**src/sv/aqss_pkg.sv**
```systemverilog
// Shared types, constants and tables for the autotile quarter source select block.
// Holds the quad pattern table, the per-quarter neighbour bit masks and the mask cleaning.
// No dependencies.
package aqss_pkg;

  localparam int unsigned TILE_W      = 8;
  localparam int unsigned TILE3_W     = 10;
  localparam int unsigned SHEET_W     = 13;
  localparam int unsigned FRAMES_W    = 12;
  localparam int unsigned MASK_W      = 8;
  localparam int unsigned FRAME_W     = 16;
  localparam int unsigned QTR_W       = 2;
  localparam int unsigned SRC_X_W     = 13;
  localparam int unsigned SRC_Y_W     = 9;
  localparam int unsigned CELL_W      = 4;
  localparam int unsigned NIB_W       = 4;
  localparam int unsigned MOD_STEPS   = FRAME_W / NIB_W;
  localparam int unsigned MOD_CNT_W   = $clog2(MOD_STEPS);
  localparam int unsigned DIV_STEPS   = SHEET_W;
  localparam int unsigned DIV_CNT_W   = $clog2(DIV_STEPS);
  localparam int unsigned QUEUE_DEPTH = 2;
  localparam int unsigned QPTR_W      = $clog2(QUEUE_DEPTH);
  localparam int unsigned QCNT_W      = $clog2(QUEUE_DEPTH + 1);

  localparam logic [TILE_W-1:0]   TILE_SIZE_RESET   = 8'd32;
  localparam logic [SHEET_W-1:0]  SHEET_WIDTH_RESET = 13'd96;
  localparam logic [FRAMES_W-1:0] FRAMES_RESET      = 12'd1;
  localparam logic [MASK_W-1:0]   EDGE_MASK         = 8'h0F;
  localparam logic [CELL_W-1:0]   INNER_CORNER_CELL = 4'd3;

  typedef enum logic [0:0] {
    REG_TILE_SIZE   = 1'b0,
    REG_SHEET_WIDTH = 1'b1
  } cfg_reg_e;

  typedef struct packed {
    logic [TILE_W-1:0]   tile_size;
    logic [TILE3_W-1:0]  tile3;
    logic [FRAMES_W-1:0] frame_count;
    logic                busy;
  } aqss_cfg_t;

  typedef struct packed {
    logic [MASK_W-1:0]  mask;
    logic [SRC_X_W-1:0] xoff;
  } aqss_entry_t;

  localparam logic [CELL_W-1:0] QUAD_PATTERN [16][4] = '{
    '{4'd1,  4'd1,  4'd1,  4'd1},  '{4'd10, 4'd12, 4'd10, 4'd12},
    '{4'd4,  4'd4,  4'd10, 4'd10}, '{4'd10, 4'd10, 4'd10, 4'd10},
    '{4'd4,  4'd6,  4'd4,  4'd6},  '{4'd7,  4'd9,  4'd7,  4'd9},
    '{4'd4,  4'd4,  4'd4,  4'd4},  '{4'd7,  4'd7,  4'd7,  4'd7},
    '{4'd6,  4'd6,  4'd12, 4'd12}, '{4'd12, 4'd12, 4'd12, 4'd12},
    '{4'd5,  4'd5,  4'd11, 4'd11}, '{4'd11, 4'd11, 4'd11, 4'd11},
    '{4'd6,  4'd6,  4'd6,  4'd6},  '{4'd9,  4'd9,  4'd9,  4'd9},
    '{4'd5,  4'd5,  4'd5,  4'd5},  '{4'd8,  4'd8,  4'd8,  4'd8}
  };

  // Edge A, edge B and diagonal mask bits of each quarter
  localparam logic [MASK_W-1:0] QTR_EDGE_A [4] = '{8'h01, 8'h01, 8'h04, 8'h04};
  localparam logic [MASK_W-1:0] QTR_EDGE_B [4] = '{8'h08, 8'h02, 8'h08, 8'h02};
  localparam logic [MASK_W-1:0] QTR_DIAG   [4] = '{8'h10, 8'h20, 8'h80, 8'h40};

  // Keep a diagonal only where both adjoining edges are set
  function automatic logic [MASK_W-1:0] clean_mask(input logic [MASK_W-1:0] m);
    logic [MASK_W-1:0] r;
    r = m & EDGE_MASK;
    for (int q = 0; q < 4; q++) begin
      if ((|(m & QTR_EDGE_A[q])) && (|(m & QTR_EDGE_B[q])) && (|(m & QTR_DIAG[q]))) begin
        r = r | QTR_DIAG[q];
      end
    end
    return r;
  endfunction

endpackage

```
**src/sv/autotile_quarter_source_select.sv**
```systemverilog
// Autotile quarter source select: turns a neighbour mask and an animation frame into the
// sheet coordinates of the four quarter tiles.
// Input channel item_valid_i/item_ready_o carries neighbour_mask_i and a signed
// frame_number_i. Each accepted item yields four results on result_valid_o/result_ready_i,
// quarters 0 to 3 in order, last_quarter_o marking the fourth.
// Configuration: cfg_we_i writes cfg_data_i to register cfg_index_i (0 tile size,
// 1 sheet width) at once. Each write starts the frame count divide (a load step and
// 13 divide steps), during which item_ready_o is low.
// Each item passes the modulo iteration stage, the fix-up and multiply stage, the queue,
// the quarter walker and the result register. The modulo unit retires four remainder bits
// a cycle unless stalled; it and the four-beat back end take a new item as each ends one.
// A 2-entry queue decouples the front end from the result side; a stalled receiver holds
// the registered result and back-pressure reaches item_ready_o once the queue is full.
// Reset: tile size 32, sheet width 96, frame count 1, all stages empty.
// Depends on aqss_pkg, aqss_cfg, aqss_front, aqss_queue and aqss_back.
module autotile_quarter_source_select (
  input  logic                          clk_i,
  input  logic                          rst_ni,
  input  logic                          cfg_we_i,
  input  logic [0:0]                    cfg_index_i,
  input  logic [aqss_pkg::SHEET_W-1:0]  cfg_data_i,
  input  logic                          item_valid_i,
  output logic                          item_ready_o,
  input  logic [aqss_pkg::MASK_W-1:0]   neighbour_mask_i,
  input  logic signed [aqss_pkg::FRAME_W-1:0] frame_number_i,
  output logic                          result_valid_o,
  input  logic                          result_ready_i,
  output logic [aqss_pkg::QTR_W-1:0]    quarter_index_o,
  output logic [aqss_pkg::SRC_X_W-1:0]  source_x_o,
  output logic [aqss_pkg::SRC_Y_W-1:0]  source_y_o,
  output logic                          last_quarter_o
);

  aqss_pkg::aqss_cfg_t   cfg;
  aqss_pkg::cfg_reg_e    cfg_index;
  logic                  fq_valid;
  logic                  fq_ready;
  aqss_pkg::aqss_entry_t fq_data;
  logic                  qb_valid;
  logic                  qb_ready;
  aqss_pkg::aqss_entry_t qb_data;

  assign cfg_index = aqss_pkg::cfg_reg_e'(cfg_index_i);

  aqss_cfg u_cfg (
    .clk_i       (clk_i),
    .rst_ni      (rst_ni),
    .cfg_we_i    (cfg_we_i),
    .cfg_index_i (cfg_index),
    .cfg_data_i  (cfg_data_i),
    .cfg_o       (cfg)
  );

  aqss_front u_front (
    .clk_i            (clk_i),
    .rst_ni           (rst_ni),
    .cfg_i            (cfg),
    .item_valid_i     (item_valid_i),
    .item_ready_o     (item_ready_o),
    .neighbour_mask_i (neighbour_mask_i),
    .frame_number_i   (frame_number_i),
    .entry_valid_o    (fq_valid),
    .entry_ready_i    (fq_ready),
    .entry_o          (fq_data)
  );

  aqss_queue u_queue (
    .clk_i        (clk_i),
    .rst_ni       (rst_ni),
    .push_valid_i (fq_valid),
    .push_ready_o (fq_ready),
    .push_data_i  (fq_data),
    .pop_valid_o  (qb_valid),
    .pop_ready_i  (qb_ready),
    .pop_data_o   (qb_data)
  );

  aqss_back u_back (
    .clk_i           (clk_i),
    .rst_ni          (rst_ni),
    .cfg_i           (cfg),
    .entry_valid_i   (qb_valid),
    .entry_ready_o   (qb_ready),
    .entry_i         (qb_data),
    .result_valid_o  (result_valid_o),
    .result_ready_i  (result_ready_i),
    .quarter_index_o (quarter_index_o),
    .source_x_o      (source_x_o),
    .source_y_o      (source_y_o),
    .last_quarter_o  (last_quarter_o)
  );

endmodule

```
**src/sv/aqss_cfg.sv**
```systemverilog
// Configuration registers and frame count unit of the autotile quarter source select block.
// Frame count is a restoring divide of sheet width by three tile widths, one bit per cycle.
// Depends on aqss_pkg.
module aqss_cfg (
  input  logic                          clk_i,
  input  logic                          rst_ni,
  input  logic                          cfg_we_i,
  input  aqss_pkg::cfg_reg_e            cfg_index_i,
  input  logic [aqss_pkg::SHEET_W-1:0]  cfg_data_i,
  output aqss_pkg::aqss_cfg_t           cfg_o
);

  logic [aqss_pkg::TILE_W-1:0]    tile_q, tile_d;
  logic [aqss_pkg::SHEET_W-1:0]   sheet_q, sheet_d;
  logic [aqss_pkg::FRAMES_W-1:0]  frames_q, frames_d;
  logic                           busy_q, busy_d;
  logic                           load_q, load_d;
  logic [aqss_pkg::DIV_CNT_W-1:0] cnt_q, cnt_d;
  logic [aqss_pkg::SHEET_W-1:0]   dq_q, dq_d;
  logic [aqss_pkg::TILE3_W-1:0]   drem_q, drem_d;

  logic [aqss_pkg::TILE3_W-1:0]   tile3;
  logic [aqss_pkg::TILE3_W:0]     trial;
  logic                           ge;
  logic [aqss_pkg::TILE3_W-1:0]   rem_next;
  logic [aqss_pkg::SHEET_W-1:0]   quo_final;
  logic                           step_last;

  assign tile3     = {2'b00, tile_q} + {1'b0, tile_q, 1'b0};
  assign trial     = {drem_q, dq_q[aqss_pkg::SHEET_W-1]};
  assign ge        = trial >= {1'b0, tile3};
  assign rem_next  = ge ? aqss_pkg::TILE3_W'(trial - {1'b0, tile3})
                        : trial[aqss_pkg::TILE3_W-1:0];
  assign quo_final = {dq_q[aqss_pkg::SHEET_W-2:0], ge};
  assign step_last = cnt_q == aqss_pkg::DIV_CNT_W'(aqss_pkg::DIV_STEPS - 1);

  always_comb begin
    tile_d   = tile_q;
    sheet_d  = sheet_q;
    frames_d = frames_q;
    busy_d   = busy_q;
    load_d   = load_q;
    cnt_d    = cnt_q;
    dq_d     = dq_q;
    drem_d   = drem_q;
    if (cfg_we_i) begin
      case (cfg_index_i)
        aqss_pkg::REG_TILE_SIZE:   tile_d  = cfg_data_i[aqss_pkg::TILE_W-1:0];
        aqss_pkg::REG_SHEET_WIDTH: sheet_d = cfg_data_i;
        default: ;
      endcase
      // restart the divide on any write
      busy_d = 1'b1;
      load_d = 1'b1;
    end else if (busy_q && load_q) begin
      dq_d   = sheet_q;
      drem_d = '0;
      cnt_d  = '0;
      load_d = 1'b0;
    end else if (busy_q) begin
      dq_d   = quo_final;
      drem_d = rem_next;
      cnt_d  = cnt_q + 1'b1;
      if (step_last) begin
        busy_d = 1'b0;
        if ((tile_q == '0) || (sheet_q == '0) || (quo_final == '0)) begin
          frames_d = aqss_pkg::FRAMES_RESET;
        end else begin
          frames_d = quo_final[aqss_pkg::FRAMES_W-1:0];
        end
      end
    end
  end

  always_ff @(posedge clk_i or negedge rst_ni) begin
    if (!rst_ni) begin
      tile_q   <= aqss_pkg::TILE_SIZE_RESET;
      sheet_q  <= aqss_pkg::SHEET_WIDTH_RESET;
      frames_q <= aqss_pkg::FRAMES_RESET;
      busy_q   <= 1'b0;
      load_q   <= 1'b0;
      cnt_q    <= '0;
    end else begin
      tile_q   <= tile_d;
      sheet_q  <= sheet_d;
      frames_q <= frames_d;
      busy_q   <= busy_d;
      load_q   <= load_d;
      cnt_q    <= cnt_d;
    end
  end

  always_ff @(posedge clk_i) begin
    dq_q   <= dq_d;
    drem_q <= drem_d;
  end

  assign cfg_o.tile_size   = tile_q;
  assign cfg_o.tile3       = tile3;
  assign cfg_o.frame_count = frames_q;
  assign cfg_o.busy        = busy_q;

endmodule

```
**src/sv/aqss_front.sv**
```systemverilog
// Front end: accepts items, cleans the mask and reduces the frame modulo the frame count.
// Four remainder bits per cycle in the iteration stage, which holds its last step while the
// next stage is stalled, then a fix-up and x offset multiply stage. Depends on aqss_pkg.
module aqss_front (
  input  logic                          clk_i,
  input  logic                          rst_ni,
  input  aqss_pkg::aqss_cfg_t           cfg_i,
  input  logic                          item_valid_i,
  output logic                          item_ready_o,
  input  logic [aqss_pkg::MASK_W-1:0]   neighbour_mask_i,
  input  logic [aqss_pkg::FRAME_W-1:0]  frame_number_i,
  output logic                          entry_valid_o,
  input  logic                          entry_ready_i,
  output aqss_pkg::aqss_entry_t         entry_o
);

  localparam int unsigned FW = aqss_pkg::FRAMES_W;

  function automatic logic [FW-1:0] mod_step(input logic [FW-1:0] rem,
                                             input logic [aqss_pkg::NIB_W-1:0] nib,
                                             input logic [FW-1:0] n);
    logic [FW-1:0] r;
    logic [FW:0]   t;
    r = rem;
    for (int i = aqss_pkg::NIB_W - 1; i >= 0; i--) begin
      t = {r, nib[i]};
      if (t >= {1'b0, n}) begin
        r = FW'(t - {1'b0, n});
      end else begin
        r = t[FW-1:0];
      end
    end
    return r;
  endfunction

  // iteration stage
  logic                            a_valid_q, a_valid_d;
  logic [aqss_pkg::MOD_CNT_W-1:0]  a_cnt_q, a_cnt_d;
  logic [aqss_pkg::FRAME_W-1:0]    a_div_q;
  logic [FW-1:0]                   a_rem_q;
  logic                            a_neg_q;
  logic [aqss_pkg::MASK_W-1:0]     a_mask_q;
  // fix-up and multiply stage
  logic                            b_valid_q, b_valid_d;
  logic [FW-1:0]                   b_rem_q;
  logic                            b_neg_q;
  logic [aqss_pkg::MASK_W-1:0]     b_mask_q;

  logic [FW-1:0]                   step_rem;
  logic                            a_last;
  logic                            b_take;
  logic                            a_done;
  logic                            accept;
  logic [aqss_pkg::FRAME_W-1:0]    frame_abs;
  logic [FW-1:0]                   fmod;
  logic [FW+aqss_pkg::TILE3_W-1:0] xoff_full;

  assign step_rem  = mod_step(a_rem_q, a_div_q[aqss_pkg::FRAME_W-1 -: aqss_pkg::NIB_W],
                              cfg_i.frame_count);
  assign a_last    = a_cnt_q == aqss_pkg::MOD_CNT_W'(aqss_pkg::MOD_STEPS - 1);
  assign b_take    = !b_valid_q || entry_ready_i;
  assign a_done    = a_valid_q && a_last && b_take;
  assign item_ready_o = (!a_valid_q || a_done) && !cfg_i.busy;
  assign accept    = item_valid_i && item_ready_o;
  assign frame_abs = frame_number_i[aqss_pkg::FRAME_W-1] ? (~frame_number_i + 1'b1)
                                                         : frame_number_i;

  always_comb begin
    a_valid_d = a_valid_q;
    a_cnt_d   = a_cnt_q;
    if (accept) begin
      a_valid_d = 1'b1;
      a_cnt_d   = '0;
    end else if (a_done) begin
      a_valid_d = 1'b0;
    end else if (a_valid_q && !a_last) begin
      a_cnt_d = a_cnt_q + 1'b1;
    end
    if (a_done) begin
      b_valid_d = 1'b1;
    end else if (entry_ready_i) begin
      b_valid_d = 1'b0;
    end else begin
      b_valid_d = b_valid_q;
    end
  end

  always_ff @(posedge clk_i or negedge rst_ni) begin
    if (!rst_ni) begin
      a_valid_q <= 1'b0;
      a_cnt_q   <= '0;
      b_valid_q <= 1'b0;
    end else begin
      a_valid_q <= a_valid_d;
      a_cnt_q   <= a_cnt_d;
      b_valid_q <= b_valid_d;
    end
  end

  always_ff @(posedge clk_i) begin
    if (accept) begin
      a_div_q  <= frame_abs;
      a_rem_q  <= '0;
      a_neg_q  <= frame_number_i[aqss_pkg::FRAME_W-1];
      a_mask_q <= aqss_pkg::clean_mask(neighbour_mask_i);
    end else if (a_valid_q && !a_last) begin
      a_div_q <= a_div_q << aqss_pkg::NIB_W;
      a_rem_q <= step_rem;
    end
    if (a_done) begin
      b_rem_q  <= step_rem;
      b_neg_q  <= a_neg_q;
      b_mask_q <= a_mask_q;
    end
  end

  // negative frames wrap to the non-negative residue
  assign fmod      = (b_neg_q && (b_rem_q != '0)) ? (cfg_i.frame_count - b_rem_q) : b_rem_q;
  assign xoff_full = fmod * cfg_i.tile3;

  assign entry_valid_o = b_valid_q;
  assign entry_o.mask  = b_mask_q;
  assign entry_o.xoff  = xoff_full[aqss_pkg::SRC_X_W-1:0];

endmodule

```
**src/sv/aqss_queue.sv**
```systemverilog
// Short queue between the front and back ends of the autotile quarter source select block.
// Register-based, depth set by the package. Depends on aqss_pkg.
module aqss_queue (
  input  logic                  clk_i,
  input  logic                  rst_ni,
  input  logic                  push_valid_i,
  output logic                  push_ready_o,
  input  aqss_pkg::aqss_entry_t push_data_i,
  output logic                  pop_valid_o,
  input  logic                  pop_ready_i,
  output aqss_pkg::aqss_entry_t pop_data_o
);

  aqss_pkg::aqss_entry_t           slots_q [aqss_pkg::QUEUE_DEPTH];
  logic [aqss_pkg::QPTR_W-1:0]     wr_ptr_q, wr_ptr_d;
  logic [aqss_pkg::QPTR_W-1:0]     rd_ptr_q, rd_ptr_d;
  logic [aqss_pkg::QCNT_W-1:0]     count_q, count_d;
  logic                            push;
  logic                            pop;

  assign push_ready_o = count_q != aqss_pkg::QCNT_W'(aqss_pkg::QUEUE_DEPTH);
  assign pop_valid_o  = count_q != '0;
  assign push         = push_valid_i && push_ready_o;
  assign pop          = pop_valid_o && pop_ready_i;
  assign pop_data_o   = slots_q[rd_ptr_q];

  always_comb begin
    wr_ptr_d = wr_ptr_q;
    rd_ptr_d = rd_ptr_q;
    count_d  = count_q;
    if (push) begin
      wr_ptr_d = (wr_ptr_q == aqss_pkg::QPTR_W'(aqss_pkg::QUEUE_DEPTH - 1)) ? '0
                                                                           : wr_ptr_q + 1'b1;
    end
    if (pop) begin
      rd_ptr_d = (rd_ptr_q == aqss_pkg::QPTR_W'(aqss_pkg::QUEUE_DEPTH - 1)) ? '0
                                                                           : rd_ptr_q + 1'b1;
    end
    if (push && !pop) begin
      count_d = count_q + 1'b1;
    end else if (pop && !push) begin
      count_d = count_q - 1'b1;
    end
  end

  always_ff @(posedge clk_i or negedge rst_ni) begin
    if (!rst_ni) begin
      wr_ptr_q <= '0;
      rd_ptr_q <= '0;
      count_q  <= '0;
    end else begin
      wr_ptr_q <= wr_ptr_d;
      rd_ptr_q <= rd_ptr_d;
      count_q  <= count_d;
    end
  end

  always_ff @(posedge clk_i) begin
    if (push) begin
      slots_q[wr_ptr_q] <= push_data_i;
    end
  end

endmodule

```
**src/sv/aqss_back.sv**
```systemverilog
// Back end: walks the four quarters of a queued item and drives the registered result channel.
// Uses the quad pattern table and quarter bit masks. Depends on aqss_pkg.
module aqss_back (
  input  logic                          clk_i,
  input  logic                          rst_ni,
  input  aqss_pkg::aqss_cfg_t           cfg_i,
  input  logic                          entry_valid_i,
  output logic                          entry_ready_o,
  input  aqss_pkg::aqss_entry_t         entry_i,
  output logic                          result_valid_o,
  input  logic                          result_ready_i,
  output logic [aqss_pkg::QTR_W-1:0]    quarter_index_o,
  output logic [aqss_pkg::SRC_X_W-1:0]  source_x_o,
  output logic [aqss_pkg::SRC_Y_W-1:0]  source_y_o,
  output logic                          last_quarter_o
);

  localparam int unsigned SPAN_W = aqss_pkg::TILE_W + 2;

  logic                            cur_valid_q, cur_valid_d;
  aqss_pkg::aqss_entry_t           cur_q;
  logic [aqss_pkg::QTR_W-1:0]      qidx_q, qidx_d;
  logic                            out_valid_q, out_valid_d;
  logic [aqss_pkg::QTR_W-1:0]      out_qidx_q;
  logic [aqss_pkg::SRC_X_W-1:0]    out_x_q;
  logic [aqss_pkg::SRC_Y_W-1:0]    out_y_q;
  logic                            out_last_q;

  logic                            adv;
  logic                            q_last;
  logic                            pop;
  logic                            inner;
  logic [aqss_pkg::CELL_W-1:0]     cell_num;
  logic [aqss_pkg::CELL_W-1:0]     c0;
  logic [1:0]                      row;
  logic [1:0]                      col;
  logic [aqss_pkg::TILE_W-2:0]     half;
  logic [SPAN_W-1:0]               col_px;
  logic [SPAN_W-1:0]               row_px;
  logic [aqss_pkg::SRC_X_W:0]      sx;
  logic [SPAN_W:0]                 sy;

  assign adv    = cur_valid_q && (!out_valid_q || result_ready_i);
  assign q_last = qidx_q == '1;
  assign pop    = entry_valid_i && entry_ready_o;
  assign entry_ready_o = !cur_valid_q || (adv && q_last);

  // cell of the current quarter, then its column and row on the sheet
  always_comb begin
    inner = (|(cur_q.mask & aqss_pkg::QTR_EDGE_A[qidx_q]))
         && (|(cur_q.mask & aqss_pkg::QTR_EDGE_B[qidx_q]))
         && !(|(cur_q.mask & aqss_pkg::QTR_DIAG[qidx_q]));
    cell_num = inner ? aqss_pkg::INNER_CORNER_CELL
                     : aqss_pkg::QUAD_PATTERN[cur_q.mask[3:0]][qidx_q];
    c0    = cell_num - 1'b1;
    if (c0 >= 4'd9) begin
      row = 2'd3;
    end else if (c0 >= 4'd6) begin
      row = 2'd2;
    end else if (c0 >= 4'd3) begin
      row = 2'd1;
    end else begin
      row = 2'd0;
    end
    col    = 2'(c0 - ({2'b00, row} + {1'b0, row, 1'b0}));
    half   = cfg_i.tile_size[aqss_pkg::TILE_W-1:1];
    col_px = col * cfg_i.tile_size;
    row_px = row * cfg_i.tile_size;
    sx     = {4'b0000, col_px} + (qidx_q[0] ? {7'b0000000, half} : '0) + {1'b0, cur_q.xoff};
    sy     = {1'b0, row_px} + (qidx_q[1] ? {4'b0000, half} : '0);
  end

  always_comb begin
    cur_valid_d = cur_valid_q;
    qidx_d      = qidx_q;
    if (pop) begin
      cur_valid_d = 1'b1;
      qidx_d      = '0;
    end else if (adv) begin
      qidx_d = qidx_q + 1'b1;
      if (q_last) begin
        cur_valid_d = 1'b0;
      end
    end
    if (adv) begin
      out_valid_d = 1'b1;
    end else if (result_ready_i) begin
      out_valid_d = 1'b0;
    end else begin
      out_valid_d = out_valid_q;
    end
  end

  always_ff @(posedge clk_i or negedge rst_ni) begin
    if (!rst_ni) begin
      cur_valid_q <= 1'b0;
      qidx_q      <= '0;
      out_valid_q <= 1'b0;
    end else begin
      cur_valid_q <= cur_valid_d;
      qidx_q      <= qidx_d;
      out_valid_q <= out_valid_d;
    end
  end

  always_ff @(posedge clk_i) begin
    if (pop) begin
      cur_q <= entry_i;
    end
    if (adv) begin
      out_qidx_q <= qidx_q;
      out_x_q    <= sx[aqss_pkg::SRC_X_W-1:0];
      out_y_q    <= sy[aqss_pkg::SRC_Y_W-1:0];
      out_last_q <= q_last;
    end
  end

  assign result_valid_o  = out_valid_q;
  assign quarter_index_o = out_qidx_q;
  assign source_x_o      = out_x_q;
  assign source_y_o      = out_y_q;
  assign last_quarter_o  = out_last_q;

endmodule

```
**config.mk**
```make
export PLATFORM = sky130hd
export DESIGN_NAME = autotile_quarter_source_select
export DESIGN_NICKNAME = d
export VERILOG_FILES = /design/src/sv/aqss_pkg.sv /design/src/sv/autotile_quarter_source_select.sv /design/src/sv/aqss_cfg.sv /design/src/sv/aqss_front.sv /design/src/sv/aqss_queue.sv /design/src/sv/aqss_back.sv
export SDC_FILE = /design/constraint.sdc
export NUM_CORES = 1
export LEC_CHECK = 0
export BUFFER_PORTS_ARGS = -buffer_cell sky130_fd_sc_hd__buf_2
export CAP_MARGIN = 0
export CORE_MARGIN = 8
export CORE_UTILIZATION = 60
export CTS_BUF_LIST = sky130_fd_sc_hd__clkbuf_2
export DETAILED_ROUTE_END_ITERATION = 12
export MAX_ROUTING_LAYER = met4
export PLACE_DENSITY_LB_ADDON = 0.1
export SKIP_LAST_GASP = 1
export SLEW_MARGIN = 10
export SYNTH_ARGS = -nofsm -noshare
export SYNTH_HDL_FRONTEND = slang
export SYNTH_SLANG_ARGS = --single-unit
```
**constraint.sdc**
```tcl
create_clock -name clk_i -period 25.7 [get_ports clk_i]
set_clock_uncertainty 0.05 [all_clocks]
set_input_delay 1.285 -clock clk_i [delete_from_list [all_inputs] [get_ports clk_i]]
set_output_delay 1.285 -clock clk_i [all_outputs]
set_load 0.02 [all_outputs]
```
==> summary.md, run 1 <==
| Metric | Value |
|---|---|
| Yosys warnings | `0` |
| Commonest non-fill, non-tap cells in the layout | `nand2_1, inv_1, edfxtp_1` |
| Crit start category | `flip-flop` |
| Register bit total from synthesis | `220` |
| CP Max Fanout | `29` |
| First-pass DRT Iterations | `5` |
| Area occupied by multi-input gates | `9910 um2` |
| H-tree depth | `2` |
| Num CTS Buffers | `54` |
| Longest Clk Path Bufs | `3` |
| Layout Nets | `2044` |
| Crit-path leading delay family | `compound AO/OA/AOI/OAI gates` |
| Die Height | `184 um` |
| Max-slew violations | `0` |
| DRT iter0 DRCs | `897` |
| Via count | `12.8k` |
| Buffers & Inverters on Critical Path | `2` |
| Final wirelength | `41100 um` |
| Synth unique cells | `81` |
| DR WL/cell | `18.7 um` |
| DRC violations left | `0` |
| Initial antenna violation count | `1` |
| Endpoints failing hold | `0` |
| Port buffer count | `69` |
| Slowest stage delay, CP | `0.55 ns` |
| Most frequent cell on the critical path | `ha_1` |
| Critical Path End Type | `flip-flop` |
| Syn avg cell area | `10.1 um2` |
| Placed Area | `17700 um2` |
| Sequential area share after synthesis | `0.367` |
| Fillers | `2357` |
| EDFF count, synth | `157` |
| Vias in the first global route | `12.9k` |
| Largest net degree at the start of global routing | `52` |
| Core area | `27900 um2` |
| Post-CTS resize count | `0` |
| Post-DP HPWL | `32100 um` |
| CTS tree | `built` |
| First-pass GRT wire length | `66800 um` |
| Arrival time at the worst endpoint | `11.41 ns` |
| Worst-Skew Late Latency | `0.85 ns` |
| Slowest-stage cell, CP | `dfrtp_1` |
| Row cnt | `61` |
| Die ar. | `33900 um2` |
| CTS Sinks | `220` |
| Slew headroom | `0.228` |
| Vias per cell | `5.80` |
| Final setup TNS | `0 ns` |
| Fraction of layout cells with a size suffix above 1 | `0.138` |
| CTS clk-pin slew, worst paths | `0.11 ns` |
| Status | `finished, final reports clean` |
| Setup violators final | `0` |
| Final GP Congestion | `0.928` |
| Crit path time final | `10.80 ns` |
| CTS Hold Bufs | `0` |
| Design area | `18200 um2` |
| Synth Net Count | `1943` |
| Initial Utilization | `0.610` |
| HP Class | `flip-flop to flip-flop` |
| Layout area overhead | `7.44%` |
| Top_reg_cell synth | `edfxtp_1` |
| RSZ-0062 raised after global routing | `false` |
| GRT overflow | `0` |
| CTS root buf | `clkbuf_2` |
| Post-Synthesis Cells | `1674` |
| DIE WIDTH | `184 um` |
| GRT Total Usage | `0.256` |
| Register area | `6240 um2` |
| Post-CTS Repair Setup Buffers | `0` |
| Kind of critical path | `flip-flop to flip-flop` |
| Period Utilization, post-route | `0.420` |
| Most common cell after layout, fill and taps aside | `nand2_1` |
| Worst-margin pin slew | `1.14 ns` |
| Post-Synthesis Cell Area | `17000 um2` |
| I/O pin cnt | `70` |
| Final antenna-violating net count | `0` |
| Fmax | `0.0926 GHz` |
| Maximum Capacitance Violations | `0` |
| Async SR Flop Fraction | `0.232` |
| Worst EP required | `26.31 ns` |
routing by layer:
| layer | track usage | up-vias | routed length, um |
|---|---|---|---|
| met1 | 0.317 | 6139 | 17700 |
| met4 | 0.110 | 0 | 1590 |
| met2 | 0.416 | 409 | 19700 |
| met5 | - | - | 0 |
| li1 | - | 6114 | - |
| met3 | 0.0350 | 91 | 2120 |
final timing paths:
check | to | slack [ns] | startpoint | cells past startpoint
setup / recovery | u_front.a_rem_q[3]$_SDFFE_PP0P_ | 14.90 | u_cfg.frames_q[1]$_DFFE_PN0P_ | 38
hold reg to reg | u_front.b_mask_q[1]$_DFFE_PP_ | 0.37 | u_front.a_mask_q[1]$_DFFE_PP_ | 0
max in group asynchronous | u_cfg.frames_q[5]$_DFFE_PN0P_ | 24.54 | rst_ni | 2
min in group asynchronous | u_front.a_cnt_q[0]$_DFFE_PN0P_ | 0.51 | rst_ni | 2
hold / removal | u_front.b_mask_q[1]$_DFFE_PP_ | 0.37 | u_front.a_mask_q[1]$_DFFE_PP_ | 0
setup reg to reg | u_front.a_rem_q[3]$_SDFFE_PP0P_ | 14.90 | u_cfg.frames_q[1]$_DFFE_PN0P_ | 38
cells by family (layout without fill, tap and decap cells):
kind of cell / after synthesis / after routing / share of synthesized area
AO/OA/AOI/OAI: 319 / 319 / 0.128
XOR/XNOR: 106 / 106 / 0.0563
adder cells (fa/ha/maj): 226 / 226 / 0.199
buffers and inverters: 221 / 367 / 0.0501
flip-flops: 220 / 220 / 0.367
multiplexers: 95 / 95 / 0.0641
other: 0 / 2 / 0
AND/OR/NAND/NOR: 487 / 487 / 0.135
state kept, by name, summed over array words and instances, names as in the netlist, 9 cells and up:
name / flops
u_front.a_div_q: 16
u_cfg.drem_q: 10
u_back.source_x_o: 13
u_front.a_rem_q: 12
u_back.cur_q: 21
u_front.b_rem_q: 12
u_cfg.dq_q: 13
u_cfg.frames_q: 12
u_queue.slots_q: 42
u_back.source_y_o: 9
u_cfg.sheet_q: 13
synth_stat cells, types with 39 or more instances:
| cell | instances | area (um2) |
|---|---|---|
| nand2_1 | 185 | 694 |
| edfxtp_1 | 157 | 4710 |
| nor2_1 | 117 | 439 |
| xnor2_1 | 68 | 596 |
| inv_1 | 182 | 683 |
| mux2_2 | 44 | 495 |
| fa_1 | 74 | 1480 |
| a21oi_1 | 71 | 355 |
| mux2i_1 | 39 | 390 |
| ha_1 | 152 | 1900 |
| dfrtp_1 | 47 | 1180 |
| o21ai_0 | 80 | 400 |
cell type report:
type / instances / area share
repair buffers: 81 / 0.0239
well taps: 378 / 0.0259
clock inverters: 23 / 0.00576
inverters: 185 / 0.0381
multi-input cells: 1233 / 0.543
flip-flops and latches: 220 / 0.342
diodes: 2 / 0.000274
clock buffers: 78 / 0.0214
through the flow:
| step | hold slack, ns | setup slack [ns] | utilization | cells |
|---|---|---|---|---|
| global placement | 0.351 | 15.34 | 0.637 | 2097 |
| finish | 0.371 | 14.90 | 0.655 | 2200 |
| floorplan | 0.350 | 16.41 | - | 1674 |
| global route | 0.384 | 14.19 | 0.655 | 2200 |
| CTS | 0.376 | 15.01 | 0.655 | 2198 |
| detailed placement | 0.356 | 15.04 | 0.637 | 2097 |
Power of run 1 is not shown: default switching activity piles up to over one toggle a cycle in this logic, so the estimate is an artifact.
==> run 2, diff against run 1 <==
==> constraint.sdc (replaced) <==
create_clock -name clk_i -period 10.31 [get_ports clk_i]
set_clock_uncertainty 0.05 [all_clocks]
set_input_delay 0.5155 -clock clk_i [delete_from_list [all_inputs] [get_ports clk_i]]
set_output_delay 0.5155 -clock clk_i [all_outputs]
set_load 0.02 [all_outputs]
==> run 2 against run 1 <==
Non-clock buffer count rose by 43. Setup slack got worse by 14 ns. Highest routed layer unchanged. Sequential share of layout area fell by 0.80 points.
==> summary.md, run 2 (synthesis results as in run 1) <==
| Metric | Value |
|---|---|
| FF-to-FF setup slack | `0.59 ns (-14.31 ns)` |
| Worst-Skew Late Latency | `0.85 ns (about the same)` |
| CTS tree | `built` |
| Commonest non-fill, non-tap cells in the layout | `nand2_1, inv_1, edfxtp_1` |
| Slew headroom | `0.250 (+0.0214)` |
| Fraction of layout cells with a size suffix above 1 | `0.140 (+0.00171)` |
| Die Height | `184 um (unchanged)` |
| Max-slew violations | `0 (unchanged)` |
| Largest registers | `u_queue.slots_q (42), u_back.cur_q (21), u_front.a_div_q (16)` |
| H-tree depth | `2 (unchanged)` |
| Setup violators final | `0 (unchanged)` |
| Maximum Capacitance Violations | `0 (unchanged)` |
| Initial Utilization | `0.610 (unchanged)` |
| HP Class | `input port to flip-flop` |
| DIE WIDTH | `184 um (unchanged)` |
| Layout Nets | `2086 (+2.1%)` |
| GRT overflow | `0 (unchanged)` |
| Max FFs per register | `42 (unchanged)` |
| CP Max Fanout | `20 (-31%)` |
| DRC violations left | `0 (unchanged)` |
| Kind of critical path | `flip-flop to flip-flop` |
| I/O pin cnt | `70 (unchanged)` |
| Worst EP required | `10.97 ns (-15.34 ns)` |
| Longest Clk Path Bufs | `3 (unchanged)` |
| Buffers & Inverters on Critical Path | `4 (+2)` |
| Crit-path leading delay family | `compound AO/OA/AOI/OAI gates` |
| Period Utilization, post-route | `0.943 (+0.522)` |
| Metal3 WL | `2380 um (+12%)` |
| Slowest stage delay, CP | `0.40 ns (-0.15 ns)` |
| Arrival time at the worst endpoint | `10.38 ns (-1.03 ns)` |
| Row cnt | `61 (unchanged)` |
| Num CTS Buffers | `53 (-1.9%)` |
| Die ar. | `33900 um2 (unchanged)` |
| Port buffer count | `69 (unchanged)` |
| Most frequent cell on the critical path | `ha_1` |
| Reg with most FFs | `u_queue.slots_q` |
| Worst hold slack | `0.0759 ns (-0.295 ns)` |
| CTS root buf | `clkbuf_2` |
| DRT iter0 DRCs | `825 (-8.0%)` |
| Vias in the first global route | `13.0k (+0.60%)` |
| Worst-margin pin slew | `1.11 ns (-0.0317 ns)` |
| Critical Path End Type | `flip-flop` |
| Final wirelength | `42700 um (+4.0%)` |
| DR WL/cell | `19.1 um (+2.0%)` |
| Most common cell after layout, fill and taps aside | `nand2_1` |
| Initial antenna violation count | `1 (unchanged)` |
| GRT Total Usage | `0.264 (+0.00846)` |
| First-pass DRT Iterations | `5 (unchanged)` |
| CTS clk-pin slew, worst paths | `0.10 ns (about the same)` |
| CTS Sinks | `220 (unchanged)` |
| Largest net degree at the start of global routing | `52 (unchanged)` |
| Endpoints failing hold | `0 (unchanged)` |
| Final GP Congestion | `0.913 (-1.6%)` |
| Crit start category | `flip-flop` |
| Layout area overhead | `10.0%` |
| Via count | `12.9k (+0.83%)` |
| M1 WL | `18500 um (+4.4%)` |
| Status | `finished, final reports clean` |
| First-pass GRT wire length | `68600 um (+2.7%)` |
| Highest Signal Layer | `met4` |
| Fmax | `0.103 GHz (+11%)` |
| Final antenna-violating net count | `0 (unchanged)` |
| Slowest-stage cell, CP | `dfrtp_1` |
| Crit path time final | `9.72 ns (-1.08 ns)` |
| Core area | `27900 um2 (unchanged)` |
| Met2 wire len | `20300 um (+3.4%)` |
| Vias per cell | `5.74 (-1.1%)` |
| Post-DP HPWL | `32500 um (+1.4%)` |
run 2: area by class of cell:
class | count | area, um2
Tap cell | 378 | 473
Clock inverter | 24 | 108
Inverter | 185 | 698
Antenna cell | 2 | 5.00
Timing Repair Buffer | 124 | 858
Sequential cell | 220 | 6240
Multi-Input combinational cell | 1233 | 9930
Fill cell | 2225 | 9170
Clock buffer | 76 | 380
run 2: path summary, 6_finish.rpt:
path / start / end / cells past startpoint
max: u_cfg.frames_q[1]$_DFFE_PN0P_ / u_front.a_rem_q[3]$_SDFFE_PP0P_ / 38
min: frame_number_i[8] / u_front.a_div_q[8]$_DFFE_PP_ / 3
max reg2reg: u_cfg.frames_q[1]$_DFFE_PN0P_ / u_front.a_rem_q[3]$_SDFFE_PP0P_ / 38
min reg2reg: u_front.a_mask_q[4]$_DFFE_PP_ / u_front.b_mask_q[4]$_DFFE_PP_ / 0
max in group asynchronous: rst_ni / u_cfg.frames_q[2]$_DFFE_PN0P_ / 3
min in group asynchronous: rst_ni / u_queue.count_q[1]$_DFFE_PN0P_ / 3
run 2: worst register-to-register path: cells and delay by family (launching register included):
kind                     cells  cell delay [ns]
AND/OR/NAND/NOR              4             0.73
adder cells (fa/ha/maj)      4             1.36
flip-flops                   1             0.40
multiplexers                 4             1.26
AO/OA/AOI/OAI               22             4.84
buffers and inverters        4             0.96
run 2: per-layer routing:
layer,up-vias,track usage
met5,-,-
met4,0,0.104
met2,394,0.429
met1,6199,0.332
li1,6184,-
met3,82,0.0368
run 2: what timing repair did:
item	in CTS	in global routing
endpoints found under the setup margin	0	24
gates resized for setup	0	4
setup buffers	0	1
hold endpoints to repair	89	0
hold buffers	35	0
run 2: stage by stage:
step | std cells | util | setup WS, ns | instance area (um2) | setup TNS [ns]
finish | 2242 | 0.671 | 0.589 | 18700 | 0
detailed placement | 2104 | 0.639 | 0.429 | 17800 | 0
floorplan | 1674 | - | 1.02 | 17000 | 0
global placement | 2104 | 0.639 | 0.617 | 17800 | 0
CTS | 2239 | 0.669 | 0.385 | 18600 | 0
global route | 2242 | 0.671 | -0.0128 | 18700 | -0.0182
Power of run 2 is left out for the same reason.
